$ cat src/hdl/skt_pkg.sv
// skt_pkg: shared constants, codes and types of the sorted key table
// used by the controller, the datapath, the top level and the checker
package skt_pkg;

    localparam int DEPTH = 16;
    localparam int IDX_W = $clog2(DEPTH);
    localparam int CNT_W = $clog2(DEPTH + 1);

    localparam logic [1:0] FN_INSERT = 2'd0;
    localparam logic [1:0] FN_FIND   = 2'd1;
    localparam logic [1:0] FN_READ   = 2'd2;

    localparam logic [2:0] STAT_OK       = 3'd0;
    localparam logic [2:0] STAT_ZERO     = 3'd1;
    localparam logic [2:0] STAT_DUP      = 3'd2;
    localparam logic [2:0] STAT_FULL     = 3'd3;
    localparam logic [2:0] STAT_NOTFOUND = 3'd4;
    localparam logic [2:0] STAT_RANGE    = 3'd5;

    localparam int IN_DATA_W  = 72;
    localparam int OUT_DATA_W = 112;

    typedef enum logic [1:0] {
        S_IDLE,
        S_SEARCH,
        S_FINISH,
        S_RESP
    } t_state;

    typedef struct packed {
        logic load;
        logic step;
        logic finish;
        logic out_load;
    } t_dp_cmd;

    typedef struct packed {
        logic need_search;
        logic search_done;
        logic out_free;
    } t_dp_status;

    typedef struct packed {
        logic [2:0]  status;
        logic [4:0]  slot;
        logic [31:0] key;
        logic [31:0] data;
        logic [31:0] order;
        logic [4:0]  count;
    } t_result;

endpackage

$ cat src/hdl/skt_ctrl.sv
// skt_ctrl: sequencer of the sorted key table
// depends on skt_pkg; drives the datapath through t_dp_cmd
module skt_ctrl
    import skt_pkg::*;
(
    input  logic       i_clk,
    input  logic       i_rst_n,
    input  logic       i_s_tvalid,
    output logic       o_s_tready,
    input  t_dp_status i_status,
    output t_dp_cmd    o_cmd
);

    t_state r_state;
    t_state n_state;

    always_ff @(posedge i_clk) begin
        if (!i_rst_n) begin
            r_state <= S_IDLE;
        end else begin
            r_state <= n_state;
        end
    end

    always_comb begin
        n_state = r_state;
        unique case (r_state)
            S_IDLE: begin
                if (i_s_tvalid) n_state = S_SEARCH;
            end
            S_SEARCH: begin
                if (!i_status.need_search || i_status.search_done) n_state = S_FINISH;
            end
            S_FINISH: begin
                n_state = S_RESP;
            end
            S_RESP: begin
                if (i_status.out_free) n_state = S_IDLE;
            end
            default: begin
                n_state = S_IDLE;
            end
        endcase
    end

    always_comb begin
        o_s_tready     = (r_state == S_IDLE);
        o_cmd.load     = (r_state == S_IDLE) && i_s_tvalid;
        o_cmd.step     = (r_state == S_SEARCH) && i_status.need_search
                         && !i_status.search_done;
        o_cmd.finish   = (r_state == S_FINISH);
        o_cmd.out_load = (r_state == S_RESP) && i_status.out_free;
    end

endmodule

$ cat src/hdl/skt_datapath.sv
// skt_datapath: entry stores, bisection registers, result and output registers
// depends on skt_pkg; steered by skt_ctrl through t_dp_cmd
module skt_datapath
    import skt_pkg::*;
(
    input  logic                  i_clk,
    input  logic                  i_rst_n,
    input  t_dp_cmd               i_cmd,
    output t_dp_status            o_status,
    input  logic [IN_DATA_W-1:0]  i_s_tdata,
    input  logic [1:0]            i_s_tuser,
    output logic                  o_m_tvalid,
    input  logic                  i_m_tready,
    output logic [OUT_DATA_W-1:0] o_m_tdata
);

    logic [31:0]      r_key_s   [DEPTH];
    logic [31:0]      r_data_s  [DEPTH];
    logic [31:0]      r_order_s [DEPTH];
    logic [CNT_W-1:0] r_fill;
    logic [31:0]      r_next_order;

    logic [1:0]       r_func;
    logic [31:0]      r_key;
    logic [31:0]      r_data;
    logic [7:0]       r_pos;
    logic [CNT_W-1:0] r_lo;
    logic [CNT_W-1:0] r_hi;

    t_result          r_res;
    t_result          n_res;
    t_result          r_out;
    logic             r_out_valid;

    logic [CNT_W-1:0] w_mid;
    logic [IDX_W-1:0] w_rd_idx;
    logic [31:0]      w_rd_key;
    logic             w_hit;
    logic             w_pos_ok;
    logic             w_insert;
    logic             w_take_order;

    assign w_mid    = r_lo + ((r_hi - r_lo) >> 1);
    assign w_rd_idx = !i_cmd.finish ? w_mid[IDX_W-1:0]
                    : (r_func == FN_READ) ? IDX_W'(r_pos) : r_lo[IDX_W-1:0];
    assign w_rd_key = r_key_s[w_rd_idx];
    assign w_hit    = (r_lo < r_fill) && (w_rd_key == r_key);
    assign w_pos_ok = (32'(r_pos) < 32'(r_fill));

    assign o_status.need_search = ((r_func == FN_INSERT) || (r_func == FN_FIND))
                                  && (r_key != 32'd0);
    assign o_status.search_done = (r_lo >= r_hi);
    assign o_status.out_free    = !r_out_valid || i_m_tready;

    always_comb begin
        n_res        = '0;
        n_res.count  = 5'(r_fill);
        w_insert     = 1'b0;
        w_take_order = 1'b0;
        unique case (r_func)
            FN_INSERT: begin
                if (r_key == 32'd0) begin
                    n_res.status = STAT_ZERO;
                end else begin
                    w_take_order = i_cmd.finish;
                    n_res.order  = r_next_order;
                    if (w_hit) begin
                        n_res.status = STAT_DUP;
                        n_res.slot   = 5'(r_lo);
                    end else if (r_fill >= CNT_W'(DEPTH)) begin
                        n_res.status = STAT_FULL;
                    end else begin
                        n_res.slot  = 5'(r_lo);
                        n_res.count = 5'(r_fill + 1'b1);
                        w_insert    = i_cmd.finish;
                    end
                end
            end
            FN_FIND: begin
                if (r_key == 32'd0) begin
                    n_res.status = STAT_ZERO;
                end else if (!w_hit) begin
                    n_res.status = STAT_NOTFOUND;
                end else begin
                    n_res.slot  = 5'(r_lo);
                    n_res.key   = w_rd_key;
                    n_res.data  = r_data_s[w_rd_idx];
                    n_res.order = r_order_s[w_rd_idx];
                end
            end
            FN_READ: begin
                if (!w_pos_ok) begin
                    n_res.status = STAT_RANGE;
                end else begin
                    n_res.slot  = 5'(r_pos);
                    n_res.key   = w_rd_key;
                    n_res.data  = r_data_s[w_rd_idx];
                    n_res.order = r_order_s[w_rd_idx];
                end
            end
            default: begin
                n_res.status = STAT_OK;
            end
        endcase
    end

    // insert: the entry at the slot and the entries above it move up one place
    always_ff @(posedge i_clk) begin
        if (w_insert) begin
            for (int i = 0; i < DEPTH; i++) begin
                if (CNT_W'(i) == r_lo) begin
                    r_key_s[i]   <= r_key;
                    r_data_s[i]  <= r_data;
                    r_order_s[i] <= r_next_order;
                end
            end
            for (int i = 1; i < DEPTH; i++) begin
                if ((CNT_W'(i) > r_lo) && (CNT_W'(i) <= r_fill)) begin
                    r_key_s[i]   <= r_key_s[i-1];
                    r_data_s[i]  <= r_data_s[i-1];
                    r_order_s[i] <= r_order_s[i-1];
                end
            end
        end
    end

    always_ff @(posedge i_clk) begin
        if (!i_rst_n) begin
            r_fill       <= '0;
            r_next_order <= '0;
        end else begin
            if (w_insert) r_fill <= r_fill + 1'b1;
            if (w_take_order) r_next_order <= r_next_order + 32'd1;
        end
    end

    always_ff @(posedge i_clk) begin
        if (i_cmd.load) begin
            r_func <= i_s_tuser;
            r_key  <= i_s_tdata[31:0];
            r_data <= i_s_tdata[63:32];
            r_pos  <= i_s_tdata[71:64];
            r_lo   <= '0;
            r_hi   <= r_fill;
        end else if (i_cmd.step) begin
            if (w_rd_key < r_key) begin
                r_lo <= w_mid + 1'b1;
            end else begin
                r_hi <= w_mid;
            end
        end
        if (i_cmd.finish) r_res <= n_res;
        if (i_cmd.out_load) r_out <= r_res;
    end

    always_ff @(posedge i_clk) begin
        if (!i_rst_n) begin
            r_out_valid <= 1'b0;
        end else if (i_cmd.out_load) begin
            r_out_valid <= 1'b1;
        end else if (i_m_tready) begin
            r_out_valid <= 1'b0;
        end
    end

    assign o_m_tvalid = r_out_valid;
    assign o_m_tdata  = {3'b000, r_out.count, r_out.order, r_out.data, r_out.key,
                         r_out.slot, r_out.status};

endmodule

$ cat src/hdl/sorted_key_table_unit.sv
// sorted_key_table_unit: top level of the sorted key table
// depends on skt_pkg, skt_ctrl and skt_datapath
//
// a table of up to 16 entries (key, data word, insertion number) kept in
// ascending key order. each input beat is an insert, a find or a read at a
// position, selected by s_axis_tuser; each yields exactly one result beat
// carrying a status, the slot, the entry and the entry count.
// an item is taken only while the unit is idle; searches bisect over the
// filled entries, one compare of the key store per cycle.
// an insert or find makes at most ceil(log2(entry count + 1)) search steps
// (at most 5 at 16 entries), and a read or an item with a zero key makes
// none; the result is then registered in a finish state and moved to the
// output register in a response state, after which the unit is idle again.
// results sit in an output register: the next item is accepted and worked
// on while a result waits, and the unit holds only if a second result is
// ready before the first was taken. m_axis_tdata holds still while stalled.
// a synchronous reset empties the table and restarts insertion numbering
// at zero; it takes effect at once, with no clearing pass.
module sorted_key_table_unit
    import skt_pkg::*;
(
    input  logic                  i_clk,
    input  logic                  i_rst_n,
    input  logic                  s_axis_tvalid,
    output logic                  s_axis_tready,
    // search_key[31:0], entry_data[63:32], position[71:64]
    input  logic [IN_DATA_W-1:0]  s_axis_tdata,
    // func[1:0]
    input  logic [1:0]            s_axis_tuser,
    output logic                  m_axis_tvalid,
    input  logic                  m_axis_tready,
    // status[2:0], slot[7:3], key_out[39:8], data_out[71:40],
    // order_out[103:72], entry_count[108:104], zero pad[111:109]
    output logic [OUT_DATA_W-1:0] m_axis_tdata
);

    t_dp_cmd    w_cmd;
    t_dp_status w_status;

    skt_ctrl u_ctrl (
        .i_clk      (i_clk),
        .i_rst_n    (i_rst_n),
        .i_s_tvalid (s_axis_tvalid),
        .o_s_tready (s_axis_tready),
        .i_status   (w_status),
        .o_cmd      (w_cmd)
    );

    skt_datapath u_dp (
        .i_clk      (i_clk),
        .i_rst_n    (i_rst_n),
        .i_cmd      (w_cmd),
        .o_status   (w_status),
        .i_s_tdata  (s_axis_tdata),
        .i_s_tuser  (s_axis_tuser),
        .o_m_tvalid (m_axis_tvalid),
        .i_m_tready (m_axis_tready),
        .o_m_tdata  (m_axis_tdata)
    );

endmodule

$ cat config.mk
export PLATFORM = sky130hd
export DESIGN_NAME = sorted_key_table_unit
export DESIGN_NICKNAME = d
export VERILOG_FILES = /design/src/hdl/skt_pkg.sv /design/src/hdl/skt_ctrl.sv /design/src/hdl/skt_datapath.sv /design/src/hdl/sorted_key_table_unit.sv
export SDC_FILE = /design/constraint.sdc
export NUM_CORES = 2
export LEC_CHECK = 0
export BUFFER_PORTS_ARGS = -buffer_cell sky130_fd_sc_hd__buf_4
export CORE_UTILIZATION = 40
export DETAILED_ROUTE_END_ITERATION = 7
export RECOVER_POWER = 100
export SLEW_MARGIN = 15
export SYNTH_ARGS = -nofsm -noshare
export SYNTH_HDL_FRONTEND = slang
export SYNTH_SLANG_ARGS = --single-unit
$ cat constraint.sdc
create_clock -name i_clk -period 19.7 [get_ports i_clk]
set_clock_uncertainty 0.1 [all_clocks]
set_input_delay 1.97 -clock i_clk [delete_from_list [all_inputs] [get_ports i_clk]]
set_output_delay 1.97 -clock i_clk [all_outputs]
set_load 0.005 [all_outputs]
* After elaboration in Yosys (flattened, before gate mapping)
Memories as Yosys holds them, arrays and structs flattened. Index checks and enable logic that the tools add are counted.
Cells by class: $add $sub $neg 5, $lt $le $gt $ge 35, equality and inequality tests 25, muxes and demuxes 174, bitwise logic cells 45, reductions and logical operators 37
Operator list (number):
- $mux W32 | 45
- $mux W101 | 3
- $pmux W64 S2 | 1
- $mux W1 | 101
- $pmux W32 S3 | 1
- $or A1 B1 Y1 | 45
- $eq A4 B5 Y1 const A | 8
- $gt A4 B5 Y1 const A | 8
- $le A4 B5 Y1 const A | 8
- $mux W5 | 8
- $mux W37 | 1
- $add A32 B1 Y32 const B | 1
- $eq A32 B32 Y1 | 1
- $logic_not A32 Y1 | 1
- $lt A32 B32 Y1 | 1
- $reduce_bool A32 Y1 | 1
- $logic_and A1 B1 Y1 | 21
- $eq A3 B5 Y1 const A | 4
- $gt A3 B5 Y1 const A | 4
- $le A3 B5 Y1 const A | 4
- $pmux W5 S3 | 1
- $mux W3 | 4
- $add A5 B1 Y5 const B | 2
- $eq A2 B5 Y1 const A | 2
- other kinds (27) | 45
Word-level totals: register bits 342, bits in writable memories 1536, input port bits 78, memories 3
Memories:
- u_dp.r_data_s | words 16, bits a word 32, rd ports 16, clocked after Yosys merged registers in 0, write ports 16, line skt_datapath.sv:18 | logic [31:0] r_data_s [DEPTH];
- u_dp.r_key_s | words 16, bits a word 32, rd ports 16, clocked after Yosys merged registers in 0, write ports 16, line skt_datapath.sv:17 | logic [31:0] r_key_s [DEPTH];
- u_dp.r_order_s | words 16, bits a word 32, rd ports 16, clocked after Yosys merged registers in 0, write ports 16, line skt_datapath.sv:19 | logic [31:0] r_order_s [DEPTH];

* Longest topological paths before layout
An unclocked memory read counts as a cell.
depth in word-level cells 12, gate-level depth with buffers 27, mapped depth without buffers 21

* By module
A second synthesis with hierarchy kept.
Unflattened totals: cell total of the unflattened synthesis 7056, area total of the unflattened synthesis 90892.2 um^2
Modules (own cells, without submodules):
- skt_datapath | instances 1, cells an instance 7036, area each 90703.2 um^2, sequential area each 55903.6 um^2
- skt_ctrl | instances 1, cells an instance 20, area each 188.9 um^2, sequential area each 40.0 um^2

* Worst setup path before layout
OpenSTA, ideal clock, no wires.
path type reg-to-reg, start point register u_ctrl.r_state[0], end point memory u_dp.r_data_s[2][0] (enable), library setup time 693 ps, data arrival time 13164 ps, data required time 18907 ps, slack 5743 ps, stages on the path, launching flop included 17, buffers on the path 2, clock period less this slack 13957 ps, cell sequence dfxtp_1 inv_1 ha_1 nor2_1 nor2_2 buf_2 clkbuf_1 mux4_2 a22oi_1 nand2_1 ha_1 nand4_1 nor4_1 nand3_1 o311ai_4 nand3b_1 a211oi_1
RTL lines:
- start: declaration | line skt_ctrl.sv:14 | t_state r_state;
- start signal: assignment | line skt_ctrl.sv:21 | r_state <= n_state;
- end: declaration | line skt_datapath.sv:18

==> impl_metrics.tcl <==
set metrics [dict create \
    grt_util_all_layers 0.233 \
    path_clk_slew_ns 0.06 \
    area_growth_syn_to_layout_pct 11.0 \
    cts_buffers 206 \
    drtPass1Iterations 5 \
    post-route-period-util 0.765 \
    yosys_most_used_dff "edfxtp_1" \
    routedWlPerCell_um 30.6 \
    worst_pin_slew_ns 4.78 \
    clock_latency_ns 0.88 \
    design.die.area_um2 226000 \
    wl_um 264000 \
    grt_pass1_vias 51905 \
    vias 52045 \
    layout.nets 5628 \
    hold_viol 0 \
    cp-start-kind "flop" \
    cts_resized 0 \
    syn_inst 5446 \
    avgSynthCellArea_um2 16.4 \
    antenna_found_initial 13 \
    ys_ff_latch 1878 \
    drc_errors 0 \
    grt_pass1_wl_um 378000 \
    die_w_um 475 \
    finalCriticalPeriod_ns 15.08 \
    h-tree-depth 4 \
    grt_max_degree 131 \
    synth_warnings 0 \
    cts_tree "built" \
    syn-cell-area_um2 89500 \
    grt_remaining_overflow 0 \
    initial_utilization 0.403 \
    holdCritPathClass "flop to flop" \
    drtIter0Drc 6081 \
    hpwlAfterDp_um 141000 \
    hold_ws_ns 0.304 \
    busiest_layer "met2" \
    clock-sinks 1878 \
    arrival_ns 15.56 \
    maxSlewViolCount 2074 \
    drive_gt1_frac 0.387 \
    gr-usage-met2 0.357 \
    pre_cts_ws_ns 7.85 \
    leakage_nw 33.0 \
    fp.dieH_um 475 \
    ys_types 68 \
    tns_ns 0 \
    drv_cap 64 \
    synth-seq-area-share 0.625 \
    crit_fanout 50 \
    setup_viol 0 \
    gp_congestion 0.806 \
    cts.path.max_buffers 3 \
    grtUsageMet1 0.331 \
    num_rows 173 \
    cts_setup_buffers 0 \
    pin_count 192 \
    required_ns 20.18 \
    violations "capacitance limit, slew limit" \
    power_density_nw_per_um2 170 \
    io_buffer_count 188 \
    relSlewSlack -2.19 \
    met3_usage 0.0537 \
    layout_setup_ws_ns 4.62 \
    status "finished, violations left" \
    cts_hold_buf 0 \
    max_freq_mhz 66.3 \
    routed_via_density 6.03 \
    p_total_mw 16.9 \
    synth-edff-count 1833 \
    ys_async_sr_fraction 0 \
    crit_path_end_kind "flop" \
    max-vdd-ir-drop_mv 0.399 \
    fp.coreArea_um2 222000 \
    rsz0062_at_grt "no" \
    worstSetupPathType "flop to flop" \
    antenna_left 0 \
    cts-root-buf "clkbuf_16" \
]
[power breakdown]
group / switching, mW / leakage, nW / internal (mW)
logic: 5.06 / 12.5 / 3.33
registers: 0.167 / 17.4 / 4.62
clock network: 1.66 / 3.11 / 2.07
[stage by stage]
step	std cells	instance area, um^2	utilization
after global routing	8633	99400	0.447
after floorplan	5448	89500	-
after global placement	8252	93800	0.422
after detailed placement	8252	93800	0.422
final	8635	99400	0.447
after CTS	8632	100000	0.450
[layer usage]
metal  up-vias  routed length, um
li1      21683                  -
met1     27581             114000
met2      2389             121000
met3       384              23200
met4         8               6090
met5         -                 46
[registers in the layout (all words and copies together) (netlist names), 8 cells and up]
register	flops
u_dp.o_m_tdata	109
u_dp.r_data	32
u_dp.r_data_s	512
u_dp.r_key	32
u_dp.r_key_s	512
u_dp.r_next_order	32
u_dp.r_order_s	512
u_dp.r_pos	8
u_dp.r_res	109
[worst paths after layout]
| kind | cells past startpoint | startpoint | slack (ns) | to |
|---|---|---|---|---|
| min reg2reg | 0 | u_dp.r_res[30] | 0.30 | u_dp.o_m_tdata[97] |
| max reg2reg | 18 | u_ctrl.r_state[0] | 4.62 | u_dp.r_key_s[8][24] |
| min | 0 | u_dp.r_res[30] | 0.30 | u_dp.o_m_tdata[97] |
| max | 18 | u_ctrl.r_state[0] | 4.62 | u_dp.r_key_s[8][24] |
[cell usage in the layout (no fill, tap or decap), types with 7 or more instances in the layout]
cell type     n
buf_4        63
a21boi_0     11
a211oi_1     72
o22ai_1      32
a22oi_1      62
or3_1        14
nor3_1       18
a21oi_1      66
inv_1        60
xor2_1       10
nor2b_1       9
and2_1       42
a311oi_1     32
clkbuf_1    170
mux2_1       32
nor4_1       11
a21o_1       10
nand2_1     376
and2_0       11
nand4_1      14
inv_6         7
mux4_2      320
edfxtp_1   1833
mux2i_1      45
clkbuf_16   208
bufinv_16     9
nand2b_1     14
nor2_1       41
xnor2_1      20
clkinv_1     47
a311o_1      32
dfxtp_1      45
a32o_1       37
clkbuf_4    126
mux2_2     1372
clkinv_2     39
o21ai_0      66
nand3_1     119
ha_1         63
[kinds of logic after synthesis]
group,after synthesis,share of synthesized area
mux,1770,0.262
simple gates,698,0.0355
compound gates,457,0.0370
other cells,1,0.0000419
buf+inv,547,0.0281
fa+ha+maj,65,0.00925
xor+xnor,30,0.00293
flops,1878,0.625
[worst max-delay path, stage by stage (launching register included)]
cell,delay [ns]
dfxtp_1,0.33
inv_1,0.11
ha_1,2.21
nor2_1,0.21
nor2_1,2.11
buf_4,0.94
buf_4,0.75
mux4_2,0.60
a22oi_1,0.26
nand2_1,0.10
ha_1,0.31
nand4_1,0.15
nor3_1,0.75
nand3_1,0.49
o311ai_0,0.47
clkbuf_1,0.77
or2_4,0.74
clkbuf_1,2.68
mux2_2,0.50
[cells in the mapped netlist, types with 15 or more instances]
cell | count | share of area
a311o_1 | 32 | 0.0036
o22ai_1 | 32 | 0.0022
buf_4 | 17 | 0.0014
mux4_2 | 320 | 0.080
nand2_1 | 378 | 0.016
xnor2_1 | 20 | 0.0020
a22oi_1 | 62 | 0.0052
nand3_1 | 119 | 0.0067
buf_6 | 33 | 0.0042
nor3_1 | 18 | 0.0010
clkbuf_1 | 276 | 0.012
edfxtp_1 | 1833 | 0.61
a211oi_1 | 72 | 0.0060
and2_1 | 53 | 0.0037
nand2b_1 | 15 | 0.0010
mux2i_1 | 46 | 0.0051
a32o_1 | 38 | 0.0042
mux2_1 | 26 | 0.0033
buf_1 | 35 | 0.0015
a311oi_1 | 32 | 0.0031
inv_1 | 60 | 0.0025
o21ai_0 | 66 | 0.0037
nor2_1 | 45 | 0.0019
buf_2 | 122 | 0.0068
ha_1 | 63 | 0.0088
dfxtp_1 | 45 | 0.010
mux2_2 | 1378 | 0.17
a21oi_1 | 68 | 0.0038
[final cells by class]
class	count	area, um^2
sequential	1878	55900
multi-input combinational	3023	31200
clock buffer	265	5470
clock inverter	115	882
tap	2975	3720
inverter	62	234
antenna	3	7.51
fill	19544	123000
timing repair buffer	314	1970
(Power assumes the default switching activity.)
